<file path="config.mk">
export PLATFORM = sky130hd
export DESIGN_NAME = tx_ring_with_atomic_reply_staging
export DESIGN_NICKNAME = d
export VERILOG_FILES = /design/src/txr_pkg.sv /design/src/txr_ram.sv /design/src/txr_ctrl.sv /design/src/tx_ring_with_atomic_reply_staging.sv
export VERILOG_INCLUDE_DIRS = /design/src /design/src/src
export SDC_FILE = /design/constraint.sdc
export NUM_CORES = 1
export LEC_CHECK = 0
export BUFFER_PORTS_ARGS = -buffer_cell sky130_fd_sc_hd__clkbuf_2
export CORE_MARGIN = 4
export CORE_UTILIZATION = 67
export CTS_BUF_LIST = sky130_fd_sc_hd__clkbuf_8 sky130_fd_sc_hd__clkbuf_16
export DETAILED_ROUTE_END_ITERATION = 6
export PLACE_DENSITY = 0.89
export SLEW_MARGIN = 0
export SYNTH_ARGS = -nofsm -noshare
export SYNTH_HDL_FRONTEND = slang
export SYNTH_SLANG_ARGS = --single-unit
</file>
<file path="constraint.sdc">
create_clock -name i_clk -period 7.75 [get_ports i_clk]
set_input_delay 0 -clock i_clk [delete_from_list [all_inputs] [get_ports i_clk]]
set_output_delay 0 -clock i_clk [all_outputs]
set_load 0.01 [all_outputs]
</file>
<file path="src/tx_ring_with_atomic_reply_staging_macros.svh">
// Assertion macros shared by the transmit ring RTL.
// Expects a clock i_clk and an active-low reset i_rst_n in the including module.
`ifndef TX_RING_WITH_ATOMIC_REPLY_STAGING_MACROS_SVH
`define TX_RING_WITH_ATOMIC_REPLY_STAGING_MACROS_SVH
`ifndef NO_ASSERTIONS
`define TXR_ASSERT_HOLDS(label, ante, cons) \
    label: assert property (@(posedge i_clk) disable iff (!i_rst_n) (ante) |-> (cons)) \
        else $error("txr: same-cycle check failed");
`define TXR_ASSERT_NEXT(label, ante, cons) \
    label: assert property (@(posedge i_clk) disable iff (!i_rst_n) (ante) |=> (cons)) \
        else $error("txr: next-cycle check failed");
`else
`define TXR_ASSERT_HOLDS(label, ante, cons)
`define TXR_ASSERT_NEXT(label, ante, cons)
`endif
`endif

</file>
<file path="src/txr_pkg.sv">
// Shared constants, types and index helpers of the transmit ring block.
// No dependencies; used by txr_ctrl and the top level.
package txr_pkg;

    localparam int RING_SLOTS = 32;
    localparam int STAGE_CAP  = RING_SLOTS - 1;
    localparam int IDX_W      = $clog2(RING_SLOTS);
    localparam int STG_AW     = (STAGE_CAP > 1) ? $clog2(STAGE_CAP) : 1;
    localparam int CMP_W      = ((IDX_W > 8) ? IDX_W : 8) + 1;

    localparam int IN_TDATA_W  = 24;
    localparam int IN_TUSER_W  = 2;
    localparam int OUT_TDATA_W = 24;

    localparam logic [1:0] CMD_PUSH  = 2'd0;
    localparam logic [1:0] CMD_REPLY = 2'd1;
    localparam logic [1:0] CMD_TICK  = 2'd2;

    typedef struct packed {
        logic [1:0] cmd;
        logic [7:0] data_byte;
        logic       reply_first;
        logic [7:0] reply_length;
        logic       terminal_ready;
        logic       uart_writable;
    } t_item;

    typedef struct packed {
        logic       uart_valid;
        logic [7:0] uart_byte;
        logic [4:0] ring_free;
        logic       ring_empty;
        logic [4:0] staged_count;
        logic       reply_refused;
        logic       overflow;
    } t_result;

    typedef struct packed {
        logic             we;
        logic [IDX_W-1:0] waddr;
        logic [7:0]       wdata;
        logic             re;
        logic [IDX_W-1:0] raddr;
    } t_ring_req;

    typedef struct packed {
        logic              we;
        logic [STG_AW-1:0] waddr;
        logic [7:0]        wdata;
        logic              re;
        logic [STG_AW-1:0] raddr;
    } t_stg_req;

    function automatic logic [IDX_W-1:0] nxt_idx(input logic [IDX_W-1:0] x);
        return (x == IDX_W'(RING_SLOTS - 1)) ? '0 : x + 1'b1;
    endfunction

    // Free slots: (ri - wi - 1) modulo RING_SLOTS
    function automatic logic [IDX_W-1:0] free_slots(input logic [IDX_W-1:0] ri,
                                                    input logic [IDX_W-1:0] wi);
        logic [IDX_W:0] t;
        t = {1'b0, ri} + (IDX_W+1)'(RING_SLOTS - 1) - {1'b0, wi};
        if (t >= (IDX_W+1)'(RING_SLOTS)) begin
            t = t - (IDX_W+1)'(RING_SLOTS);
        end
        return t[IDX_W-1:0];
    endfunction

endpackage

</file>
<file path="src/txr_ram.sv">
// Generic single-write, single-read synchronous RAM with registered read data.
// No dependencies.
module txr_ram #(
    parameter int DEPTH = 32,
    parameter int WIDTH = 8
) (
    input  logic                                      i_clk,
    input  logic                                      i_we,
    input  logic [((DEPTH > 1) ? $clog2(DEPTH) : 1)-1:0] i_waddr,
    input  logic [WIDTH-1:0]                          i_wdata,
    input  logic                                      i_re,
    input  logic [((DEPTH > 1) ? $clog2(DEPTH) : 1)-1:0] i_raddr,
    output logic [WIDTH-1:0]                          o_rdata
);
    logic [WIDTH-1:0] r_mem [DEPTH];
    logic [WIDTH-1:0] r_rdata;

    always_ff @(posedge i_clk) begin
        if (i_we) begin
            r_mem[i_waddr] <= i_wdata;
        end
        if (i_re) begin
            r_rdata <= r_mem[i_raddr];
        end
    end

    assign o_rdata = r_rdata;
endmodule

</file>
<file path="src/txr_ctrl.sv">
// Sequencer of the transmit ring: push, reply staging, promotion and drain.
// Depends on txr_pkg and the assertion macro header; drives both RAMs.
`include "tx_ring_with_atomic_reply_staging_macros.svh"
module txr_ctrl (
    input  logic               i_clk,
    input  logic               i_rst_n,
    input  logic               i_in_valid,
    output logic               o_in_ready,
    input  txr_pkg::t_item     i_item,
    input  logic               i_suppress,
    output logic               o_res_valid,
    input  logic               i_res_ready,
    output txr_pkg::t_result   o_res,
    output txr_pkg::t_ring_req o_ring_req,
    input  logic [7:0]         i_ring_rdata,
    output txr_pkg::t_stg_req  o_stg_req,
    input  logic [7:0]         i_stg_rdata
);
    localparam logic [2:0] ST_IDLE   = 3'd0;
    localparam logic [2:0] ST_EXEC   = 3'd1;
    localparam logic [2:0] ST_COPY   = 3'd2;
    localparam logic [2:0] ST_DRAIN  = 3'd3;
    localparam logic [2:0] ST_RDWAIT = 3'd4;
    localparam logic [2:0] ST_DONE   = 3'd5;

    logic [2:0]                r_state,   n_state;
    txr_pkg::t_item            r_item,    n_item;
    logic [txr_pkg::IDX_W-1:0] r_wi,      n_wi;
    logic [txr_pkg::IDX_W-1:0] r_ri,      n_ri;
    logic [txr_pkg::IDX_W-1:0] r_stg_cnt, n_stg_cnt;
    logic [txr_pkg::IDX_W-1:0] r_cp_idx,  n_cp_idx;
    logic                      r_taking,  n_taking;
    logic [7:0]                r_left,    n_left;
    logic                      r_refused, n_refused;
    logic                      r_ovf,     n_ovf;
    logic                      r_uvalid,  n_uvalid;
    logic [7:0]                r_ubyte,   n_ubyte;

    txr_pkg::t_ring_req        ring_req;
    txr_pkg::t_stg_req         stg_req;

    logic                      v_taking;
    logic [7:0]                v_left;
    logic                      v_refused;
    logic [txr_pkg::IDX_W-1:0] v_cp_next;
    logic [txr_pkg::IDX_W-1:0] v_free;

    assign v_free    = txr_pkg::free_slots(r_ri, r_wi);
    assign v_cp_next = r_cp_idx + 1'b1;

    always_comb begin
        n_state   = r_state;
        n_item    = r_item;
        n_wi      = r_wi;
        n_ri      = r_ri;
        n_stg_cnt = r_stg_cnt;
        n_cp_idx  = r_cp_idx;
        n_taking  = r_taking;
        n_left    = r_left;
        n_refused = r_refused;
        n_ovf     = r_ovf;
        n_uvalid  = r_uvalid;
        n_ubyte   = r_ubyte;
        ring_req  = '0;
        stg_req   = '0;
        v_taking  = r_taking;
        v_left    = r_left;
        v_refused = 1'b0;
        case (r_state)
            ST_IDLE: begin
                if (i_in_valid) begin
                    n_item    = i_item;
                    n_refused = 1'b0;
                    n_ovf     = 1'b0;
                    n_uvalid  = 1'b0;
                    n_ubyte   = 8'd0;
                    n_state   = ST_EXEC;
                end
            end
            ST_EXEC: begin
                n_state = ST_DONE;
                case (r_item.cmd)
                    txr_pkg::CMD_PUSH: begin
                        if (v_free == '0) begin
                            n_ovf = 1'b1;
                        end else begin
                            n_wi           = txr_pkg::nxt_idx(r_wi);
                            ring_req.we    = 1'b1;
                            ring_req.waddr = n_wi;
                            ring_req.wdata = r_item.data_byte;
                        end
                    end
                    txr_pkg::CMD_REPLY: begin
                        if (r_item.reply_first) begin
                            v_taking = 1'b0;
                            v_left   = 8'd0;
                            if (i_suppress || r_item.terminal_ready ||
                                (txr_pkg::CMP_W'(r_item.reply_length) >
                                 txr_pkg::CMP_W'(txr_pkg::STAGE_CAP) -
                                 txr_pkg::CMP_W'(r_stg_cnt))) begin
                                v_refused = 1'b1;
                            end else begin
                                v_taking = (r_item.reply_length != 8'd0);
                                v_left   = r_item.reply_length;
                            end
                        end
                        if (!v_refused) begin
                            if (v_taking && (v_left != 8'd0) &&
                                (r_stg_cnt < txr_pkg::IDX_W'(txr_pkg::STAGE_CAP))) begin
                                stg_req.we    = 1'b1;
                                stg_req.waddr = r_stg_cnt[txr_pkg::STG_AW-1:0];
                                stg_req.wdata = r_item.data_byte;
                                n_stg_cnt     = r_stg_cnt + 1'b1;
                                v_left        = v_left - 8'd1;
                                if (v_left == 8'd0) begin
                                    v_taking = 1'b0;
                                end
                            end else begin
                                v_refused = 1'b1;
                            end
                        end
                        n_taking  = v_taking;
                        n_left    = v_left;
                        n_refused = v_refused;
                    end
                    txr_pkg::CMD_TICK: begin
                        // promote only a complete reply into an empty ring
                        if ((r_stg_cnt != '0) && (r_wi == r_ri) && !r_taking) begin
                            stg_req.re    = 1'b1;
                            stg_req.raddr = '0;
                            n_cp_idx      = '0;
                            n_state       = ST_COPY;
                        end else begin
                            n_state = ST_DRAIN;
                        end
                    end
                    default: begin
                        n_state = ST_DONE;
                    end
                endcase
            end
            ST_COPY: begin
                n_wi           = txr_pkg::nxt_idx(r_wi);
                ring_req.we    = 1'b1;
                ring_req.waddr = n_wi;
                ring_req.wdata = i_stg_rdata;
                if (r_cp_idx == r_stg_cnt - 1'b1) begin
                    n_stg_cnt = '0;
                    n_state   = ST_DRAIN;
                end else begin
                    stg_req.re    = 1'b1;
                    stg_req.raddr = v_cp_next[txr_pkg::STG_AW-1:0];
                    n_cp_idx      = v_cp_next;
                end
            end
            ST_DRAIN: begin
                if ((r_wi != r_ri) && r_item.uart_writable) begin
                    n_ri           = txr_pkg::nxt_idx(r_ri);
                    ring_req.re    = 1'b1;
                    ring_req.raddr = n_ri;
                    n_state        = ST_RDWAIT;
                end else begin
                    n_state = ST_DONE;
                end
            end
            ST_RDWAIT: begin
                n_uvalid = 1'b1;
                n_ubyte  = i_ring_rdata;
                n_state  = ST_DONE;
            end
            ST_DONE: begin
                if (i_res_ready) begin
                    n_state = ST_IDLE;
                end
            end
            default: begin
                n_state = ST_IDLE;
            end
        endcase
    end

    always_ff @(posedge i_clk) begin
        if (!i_rst_n) begin
            r_state   <= ST_IDLE;
            r_wi      <= '0;
            r_ri      <= '0;
            r_stg_cnt <= '0;
            r_taking  <= 1'b0;
            r_left    <= 8'd0;
        end else begin
            r_state   <= n_state;
            r_wi      <= n_wi;
            r_ri      <= n_ri;
            r_stg_cnt <= n_stg_cnt;
            r_taking  <= n_taking;
            r_left    <= n_left;
        end
    end

    always_ff @(posedge i_clk) begin
        r_item    <= n_item;
        r_cp_idx  <= n_cp_idx;
        r_refused <= n_refused;
        r_ovf     <= n_ovf;
        r_uvalid  <= n_uvalid;
        r_ubyte   <= n_ubyte;
    end

    assign o_in_ready  = (r_state == ST_IDLE);
    assign o_res_valid = (r_state == ST_DONE);
    assign o_ring_req  = ring_req;
    assign o_stg_req   = stg_req;

    assign o_res.uart_valid    = r_uvalid;
    assign o_res.uart_byte     = r_ubyte;
    assign o_res.ring_free     = 5'(v_free);
    assign o_res.ring_empty    = (r_wi == r_ri);
    assign o_res.staged_count  = 5'(r_stg_cnt);
    assign o_res.reply_refused = r_refused;
    assign o_res.overflow      = r_ovf;

    `TXR_ASSERT_HOLDS(a_stg_bound, 1'b1, r_stg_cnt <= txr_pkg::IDX_W'(txr_pkg::STAGE_CAP))
    `TXR_ASSERT_HOLDS(a_taking_left, 1'b1, r_taking == (r_left != 8'd0))
    `TXR_ASSERT_HOLDS(a_ring_port, ring_req.we, !ring_req.re)
    `TXR_ASSERT_HOLDS(a_copy_room, r_state == ST_COPY, txr_pkg::nxt_idx(r_wi) != r_ri)
    `TXR_ASSERT_NEXT(a_read_wait, r_state == ST_DRAIN && ring_req.re, r_state == ST_RDWAIT)
endmodule

</file>
<file path="src/tx_ring_with_atomic_reply_staging.sv">
// Top level of the transmit byte ring with atomic reply staging.
// Depends on txr_pkg, txr_ram (ring and staging stores) and txr_ctrl.
//
//  channel   direction  handshake                    payload
//  s_axis    in         s_axis_tvalid/s_axis_tready  tdata, tuser = cmd
//  m_axis    out        m_axis_tvalid/m_axis_tready  tdata = result item
//  cfg       in         i_cfg_valid/o_cfg_ready      i_cfg_data = reply_suppress
//
// States: a push, a reply byte or an unused command goes through EXEC to DONE;
// a tick goes through EXEC, COPY when it promotes the staging buffer (one
// staging RAM read and one ring RAM write per cycle), DRAIN, and RDWAIT when
// it sends a byte. From DONE the result enters the output register. The next
// transaction is taken in the cycle after the result leaves the sequencer.
// Reset clears the indexes, counts and reply tracking; the RAM contents are not
// cleared, as only written entries are ever read. No clearing pass.
// A stalled m_axis holds the result in the output register; the next item is
// still taken and processed, and waits in the sequencer until the register frees.
module tx_ring_with_atomic_reply_staging (
    input  logic                               i_clk,
    input  logic                               i_rst_n,
    input  logic                               s_axis_tvalid,
    output logic                               s_axis_tready,
    // [7:0] data_byte, [8] reply_first, [16:9] reply_length,
    // [17] terminal_ready, [18] uart_writable, [23:19] zero
    input  logic [txr_pkg::IN_TDATA_W-1:0]     s_axis_tdata,
    // [1:0] cmd
    input  logic [txr_pkg::IN_TUSER_W-1:0]     s_axis_tuser,
    output logic                               m_axis_tvalid,
    input  logic                               m_axis_tready,
    // [0] uart_valid, [8:1] uart_byte, [13:9] ring_free, [14] ring_empty,
    // [19:15] staged_count, [20] reply_refused, [21] overflow, [23:22] zero
    output logic [txr_pkg::OUT_TDATA_W-1:0]    m_axis_tdata,
    input  logic                               i_cfg_valid,
    output logic                               o_cfg_ready,
    input  logic                               i_cfg_data
);
    txr_pkg::t_item     item;
    txr_pkg::t_result   res;
    txr_pkg::t_ring_req ring_req;
    txr_pkg::t_stg_req  stg_req;
    logic [7:0]         ring_rdata;
    logic [7:0]         stg_rdata;
    logic               res_valid;
    logic               res_ready;

    logic                               r_suppress;
    logic                               r_out_valid;
    logic [txr_pkg::OUT_TDATA_W-1:0]    r_out_data;

    // unpack the input transaction
    assign item.cmd            = s_axis_tuser[1:0];
    assign item.data_byte      = s_axis_tdata[7:0];
    assign item.reply_first    = s_axis_tdata[8];
    assign item.reply_length   = s_axis_tdata[16:9];
    assign item.terminal_ready = s_axis_tdata[17];
    assign item.uart_writable  = s_axis_tdata[18];

    // configuration register, always writable
    assign o_cfg_ready = 1'b1;

    always_ff @(posedge i_clk) begin
        if (!i_rst_n) begin
            r_suppress <= 1'b0;
        end else if (i_cfg_valid) begin
            r_suppress <= i_cfg_data;
        end
    end

    txr_ram #(
        .DEPTH (txr_pkg::RING_SLOTS),
        .WIDTH (8)
    ) u_ring_ram (
        .i_clk   (i_clk),
        .i_we    (ring_req.we),
        .i_waddr (ring_req.waddr),
        .i_wdata (ring_req.wdata),
        .i_re    (ring_req.re),
        .i_raddr (ring_req.raddr),
        .o_rdata (ring_rdata)
    );

    txr_ram #(
        .DEPTH (txr_pkg::STAGE_CAP),
        .WIDTH (8)
    ) u_stg_ram (
        .i_clk   (i_clk),
        .i_we    (stg_req.we),
        .i_waddr (stg_req.waddr),
        .i_wdata (stg_req.wdata),
        .i_re    (stg_req.re),
        .i_raddr (stg_req.raddr),
        .o_rdata (stg_rdata)
    );

    txr_ctrl u_ctrl (
        .i_clk        (i_clk),
        .i_rst_n      (i_rst_n),
        .i_in_valid   (s_axis_tvalid),
        .o_in_ready   (s_axis_tready),
        .i_item       (item),
        .i_suppress   (r_suppress),
        .o_res_valid  (res_valid),
        .i_res_ready  (res_ready),
        .o_res        (res),
        .o_ring_req   (ring_req),
        .i_ring_rdata (ring_rdata),
        .o_stg_req    (stg_req),
        .i_stg_rdata  (stg_rdata)
    );

    // output register: load when empty or being drained this cycle
    assign res_ready = !r_out_valid || m_axis_tready;

    always_ff @(posedge i_clk) begin
        if (!i_rst_n) begin
            r_out_valid <= 1'b0;
        end else if (res_ready) begin
            r_out_valid <= res_valid;
        end
    end

    always_ff @(posedge i_clk) begin
        if (res_ready && res_valid) begin
            r_out_data <= {2'b00, res.overflow, res.reply_refused, res.staged_count,
                           res.ring_empty, res.ring_free, res.uart_byte, res.uart_valid};
        end
    end

    assign m_axis_tvalid = r_out_valid;
    assign m_axis_tdata  = r_out_data;
endmodule
</file>
==> summary.md, run 1 <==
| Metric | Value |
|---|---|
| H-tree Lvls | `2` |
| Avg WL per Cell | `25.27 µm` |
| Post-CTS sizing | `0` |
| WP buf/inv | `2` |
| Final min period | `5.062 ns` |
| Drt initial violations | `roughly 2800` |
| Post-synthesis cell type count | `between 80 and 90` |
| Initial antenna violation count | `0` |
| Failing checks | `design-rule violations` |
| LEAKAGE | `between 0.009 and 0.01 µW` |
| Post-synth EDFFs | `~580` |
| Hold WC Path Type | `input port to flop` |
| Commonest cells post-synth | `edfxtp_1, nand2_1, nor2_1` |
| Final WL | `63830 µm` |
| Post-CTS setup buffers | `0` |
| DIE HEIGHT | `203.1 µm` |
| Peak Freq | `197.5 MHz` |
| FILL cells | `2036` |
| NumNets Final | `between 2000 and 2500` |
| CP startpoint kind | `flop` |
| Post-Syn Area | `25500 µm²` |
| Sequential cell area | `approximately 18000 µm²` |
| Io pins | `between 50 and 60` |
| Most common flop cell mapped by yosys | `edfxtp_1` |
| Die W | `just over 200 µm` |
| Synth Area in Simple Gates | `0.1377` |
| Vias | `17277` |
| Cell family with most CP delay | `simple AND/OR/NAND/NOR gates` |
| Total CTS buffers | `56` |
| Fin Hold WS | `between 0.08 and 0.09 ns` |
| Dominant cell type by area after synthesis | `edfxtp_1` |
| FFs w/ async S/R, synth | `0` |
| Data arrival, critical path | `5.31 ns` |
| Worst Skew | `between 0.04 and 0.05 ns` |
| Part of the Yosys area used for sequential elements | `0.7045` |
| Critical path's largest stage delay | `~0.86 ns` |
| Power Total | `about 6700 µW` |
| Peak supply drop | `about 0.22 mV` |
| Largest net degree at the start of global routing | `90` |
| CTS sink count | `608` |
| Die ar. | `a little over 40000 µm²` |
| Synth-to-layout area growth | `10.85%` |
| Largest family of logic cells by synthesized area | `simple AND/OR/NAND/NOR gates` |
| First-pass GRT wire length | `96790 µm` |
| Placer's final routability congestion estimate | `just under 1` |
| Clk slew on worst S/H paths | `~0.070 ns` |
| # Max-Cap Violations | `0` |
| Ratio of cells with drive above 1 in the final layout | `0.1117` |
| Post-Syn Area per Cell | `between 10 and 15 µm²` |
| Setup violators final | `0` |
| Syn Inst Count | `1922` |
| Root buffer cell | `clkbuf_16` |
| Clk buf depth | `3` |
| CORE AREA | `37580 µm²` |
| FF+latch count, synth | `a little over 600` |
| Setup TNS | `0 ns` |
| Initial core utilization | `0.6787` |
| Adder-Cell Fraction of Synth Area | `0.01060` |
| Vias per cell | `just under 7` |
| Setup ws final | `between 2 and 3 ns` |
| Tot GR Track Use | `0.3045` |
| Status | `finished with violations` |
| Req. time, crit path | `about 8.0 ns` |
| Worst path cell trace | `ha_1 > a21o_1 > a21oi_1 > a21oi_1 > or2_2 > a2bb2oi_1 > ha_1 > inv_1 > o21ai_0 > nor3_1 > buf_4 > nand3_1 > nor2_1` |
| First-pass iteration count of the detailed router | `7` |
| Row count | `71` |
| Post-synthesis mux area share | `0.01781` |
| Kind of critical path | `flop to flop` |
| Number of port buffers | `50` |
| Slew @ Worst Pin | `1.446 ns` |
| Total grt overflow | `0` |
| Area contributors post-synth | `edfxtp_1, nand2_1, dfxtp_1` |
| CTS tree | `done` |
| Complex-gate fraction of the synthesized area | `0.09552` |
| Critical-path top delay cell | `nor2_1` |
| RSZ-0062 raised after global routing | `no` |
| Max FO, Critical Path | `16` |
| Crit. End Element | `flop` |
| # hold bufs at CTS | `25` |
| Diode count | `0` |
| Relative slew slack | `0.03632` |
| Area of the multi-input gates | `roughly 6900 µm²` |
| Final hold violations | `0` |
| PD cells | `about 240 nW/µm²` |
| Synth top area share | `0.6817` |
| Synth Area in XOR/XNOR | `0.009223` |
| Worst slack at placement | `3.031 ns` |
| Final Slew Violations | `0` |
| Final HPWL from detailed placement | `about 37000 µm` |
| Synth Warn # | `0` |
| Worst-Skew Late Latency | `between 0.6 and 0.7 ns` |
| Period utilisation layout | `0.6532` |
| DRC | `2` |
| Final ANT Viol Nets | `0` |
| Top-count cell post-synth | `edfxtp_1` |
| Number of global-route vias before repair | `16795` |
sequential cells by signal (all words and copies together), names as in the netlist, 3 cells and up:
register,count
u_ring_ram.r_mem,256
u_stg_ram.r_mem,248
m_axis_tdata,22
u_ctrl.r_item,21
u_ctrl.r_left,8
u_ctrl.r_ubyte,8
u_ring_ram.o_rdata,8
u_stg_ram.o_rdata,8
u_ctrl.r_cp_idx,5
u_ctrl.r_ri,5
u_ctrl.r_stg_cnt,5
u_ctrl.r_wi,5
u_ctrl.r_state,3
cells in the final DEF (no fill, tap or decap), types with 23 or more instances in the layout:
master | synthesis | routed
a21oi_1 | 55 | 55
a31oi_1 | 33 | 33
and2_1 | 26 | 26
and3_1 | 31 | 31
buf_4 | 6 | 29
clkbuf_16 | 0 | 56
clkbuf_2 | 0 | 50
dfxtp_1 | 29 | 29
dlygate4sd3_1 | 0 | 25
edfxtp_1 | 579 | 579
inv_1 | 30 | 50
mux2i_1 | 33 | 33
nand2_1 | 262 | 262
nand3_1 | 104 | 104
nor2_1 | 136 | 136
nor3_1 | 81 | 81
nor4_1 | 33 | 33
o21ai_0 | 40 | 40
o221a_2 | 23 | 23
o22ai_1 | 24 | 24
kinds of logic (layout without fill, tap and decap cells):
logic type	after synthesis	in the layout
and+or+nand+nor	746	746
DFF	608	608
AOI/OAI and AO/OA	329	329
buffers and inverters	147	239
muxes	43	43
xor gates and xnor gates	26	26
adders and majority gates	21	21
other	2	3
worst paths after layout:
path,cells after the start,startpoint,slack (ns),endpoint
setup reg to reg,13,u_ctrl.r_stg_cnt[3],2.69,u_stg_ram.r_mem[24][0]
hold reg to reg,0,u_ctrl.r_ubyte[6],0.42,m_axis_tdata[7]
hold / removal,2,s_axis_tdata[4],0.08,u_ctrl.r_item[15]
setup / recovery,13,u_ctrl.r_stg_cnt[3],2.69,u_stg_ram.r_mem[24][0]
cell type report:
| class | instances | area share |
|---|---|---|
| inverters | 33 | 0.004381 |
| well taps | 511 | 0.02261 |
| repair buffers | 104 | 0.02540 |
| flip-flops and latches | 608 | 0.6355 |
| clock inverters | 45 | 0.01637 |
| multi-input cells | 1168 | 0.2457 |
| clock buffers | 57 | 0.05005 |
per-stage QoR:
stage               cells  utilization  instance area, µm²
global route         2526       0.7524               28270
detailed placement   2399       0.6957               26140
finish               2526       0.7524               28270
floorplan            1923            -               25510
global placement     2399       0.6957               26140
CTS                  2526       0.7524               28270
where the power goes:
group          total, µW  internal, µW  leakage (µW)  switching (µW)
Sequential          3640          3610       0.00604            25.7
Combinational        225          73.5       0.00296             151
Clock               2810          1620      0.000978            1190
metal layers:
layer / share of wire / vias to the layer above / GRT usage / wire, µm
met3: 0.11 / 279 / 0.05670 / 7321
met2: 0.49 / 1361 / 0.5013 / 30980
met4: 0.051 / 0 / 0.1354 / 3259
li1: - / 7403 / - / -
met1: 0.35 / 8234 / 0.4029 / 22270
met5: 0 / - / 0 / 0
Power figures use the tool's default switching activity.
==> inputs of run 2 (changes only) <==
Settings changed: CORE_UTILIZATION 67 to 62, PLACE_DENSITY 0.89 to 0.83.
Clock period 7.75 ns to 4.7 ns, I/O delays scaled along.
==> run 2 against run 1 <==
Effect of this change: the run now ends clean; routed wire length is 1.5% lower; first-iteration DRC count is 6.9% lower; worst hold slack worse by 0.024 ns; critical path type unchanged; highest routed layer unchanged.
==> summary.md, run 2 (synthesized netlist as in run 1, its figures left out) <==
| Metric | Value |
|---|---|
| Status | `finished clean` |
| GR Util met2 | `0.4432` |
| Placed cells | `between 2000 and 2500` |
| Final min period | `about 4.4 ns` |
| Diode count | `0` |
| CTS sink count | `a little over 600` |
| Slew @ Worst Pin | `between 1 and 1.5 ns` |
| First-pass iteration count of the detailed router | `6` |
| Setup violators final | `0` |
| Ratio of cells with drive above 1 in the final layout | `0.1279` |
| Most frequent cells in the layout | `edfxtp_1, nand2_1, nor2_1, nand3_1, nor3_1` |
| H-tree Lvls | `2` |
| Fin Hold WS | `slightly above 0.06 ns` |
| CORE AREA | `~40000 µm²` |
| Data arrival, critical path | `~4.6 ns` |
| CTS tree | `done` |
| Commonest non-fill, non-tap cell in the layout | `edfxtp_1` |
| Final hold violations | `0` |
| Die ar. | `around 44000 µm²` |
| Crit. End Element | `flop` |
| Final WL | `~63000 µm` |
| Req. time, crit path | `about 5 ns` |
| Clk slew on worst S/H paths | `roughly 0.060 ns` |
| Final HPWL from detailed placement | `slightly below 40000 µm` |
| Tot GR Track Use | `0.2789` |
| CP startpoint kind | `flop` |
| Total grt overflow | `0` |
| Met3 Usage GRT | `0.06164` |
| LEAKAGE | `~0.01 µW` |
| Worst slack at placement | `~0.45 ns` |
| Kind of critical path | `flop to flop` |
| Hold WC Path Type | `input port to flop` |
| Vias | `between 15000 and 20000` |
| NumNets Final | `2064` |
| Placer's final routability congestion estimate | `roughly 0.95` |
| First-pass GRT wire length | `95860 µm` |
| Vias per cell | `around 6.6` |
| Drt initial violations | `about 2600` |
| Initial core utilization | `0.6260` |
| Largest net degree at the start of global routing | `56` |
| Synth-to-layout area growth | `12.32%` |
| Io pins | `59` |
| Most crowded layer after global routing | `met2` |
| Worst-Skew Late Latency | `0.63 ns` |
| Total CTS buffers | `58` |
| RSZ-0062 raised after global routing | `no` |
| DIE HEIGHT | `about 210 µm` |
| Final ANT Viol Nets | `0` |
| Relative slew slack | `0.2155` |
| DRC | `0` |
| Post-CTS setup buffers | `0` |
| # Max-Cap Violations | `0` |
| Peak Freq | `about 230 MHz` |
| Post-CTS sizing | `0` |
| Row count | `74` |
| Initial antenna violation count | `0` |
| Root buffer cell | `clkbuf_16` |
| Power Total | `about 11000 µW` |
| Number of flip-flops in the largest register | `256` |
| Max FO, Critical Path | `15` |
| Setup TNS | `0 ns` |
| PD cells | `between 300 and 400 nW/µm²` |
| Layout Cells excl Fill | `2589` |
| Most flop-heavy register | `u_ring_ram.r_mem` |
| Met1 Use GR | `0.3787` |
| Worst Skew | `roughly 0.035 ns` |
| Setup ws final | `~0.33 ns` |
| Die W | `~210 µm` |
| Final Slew Violations | `0` |
| Number of port buffers | `50` |
| Avg WL per Cell | `roughly 24 µm` |
| Number of global-route vias before repair | `around 17000` |
| Peak supply drop | `between 0.3 and 0.4 mV` |
| Clk buf depth | `3` |
| Period utilisation layout | `0.9302` |
==> run 2: cell count changes in the layout (fill, tap and decap cells not counted), moves of 2 or more <==
cell and delta:
inv_1 -5, bufinv_16 -2, inv_6 -2, clkbuf_16 +3
buf_4 +37, clkinvlp_4 -3, clkinv_1 +8, clkbuf_8 +3
==> run 2: final cells by class <==
type / instances / area [µm²]
fill: 2563 / 12090
tap: 532 / 665.6
multi-input combinational: 1168 / 6943
timing repair buffer: 142 / 1016
clock inverter: 43 / 399.1
clock buffer: 63 / 1531
sequential: 608 / 17970
inverter: 33 / 123.9
==> run 2: routing by layer <==
layer,share of wire,vias up,routed length [µm]
met5,0,-,0
met4,0.044,0,2761
met3,0.12,212,7298
met2,0.48,1227,29950
met1,0.36,8268,22840
li1,-,7499,-
==> run 2: power by group <==
part / leakage (µW) / total, µW / internal [µW] / switching [µW]
registers: 0.00604 / 6000 / 5960 / 37.3
clock network: 0.000998 / 4700 / 2720 / 1980
logic: 0.00315 / 383 / 127 / 256
total: 0.0102 / 11100 / 8800 / 2270
==> run 2: critical path: stages, from the launching register on <==
cell	delay [ns]
edfxtp_1	0.50
ha_1	0.35
and3_1	0.16
and3_1	0.20
a21oi_1	0.07
or2_2	0.36
a2bb2oi_1	0.20
ha_1	0.24
inv_1	0.07
o21ai_0	0.16
nor3_1	0.23
buf_4	0.28
nand3_1	0.43
nor2_1	0.70
==> run 2: final timing paths <==
| path | start | end | slack (ns) | depth (start not counted) |
|---|---|---|---|---|
| worst min-delay path | i_rst_n | u_ctrl.r_stg_cnt[4] | 0.06 | 3 |
| worst max-delay path | u_ctrl.r_item[6] | u_stg_ram.r_mem[19][4] | 0.33 | 13 |
| worst max register to register | u_ctrl.r_item[6] | u_stg_ram.r_mem[19][4] | 0.33 | 13 |
| worst min register to register | u_ctrl.r_ubyte[7] | m_axis_tdata[8] | 0.42 | 0 |
==> run 2: stage by stage <==
step	instance area, µm²	utilization
after floorplan	25510	-
after global placement	26470	0.6496
after detailed placement	26470	0.6496
after CTS	28650	0.7032
after global routing	28650	0.7032
final	28650	0.7032
==> run 2: what timing repair did <==
item / 4_1_cts / 5_1_grt
endpoints found under the setup margin: 0 / 0
endpoints found under the hold margin: 27 / 0
hold buffers: 25 / 0
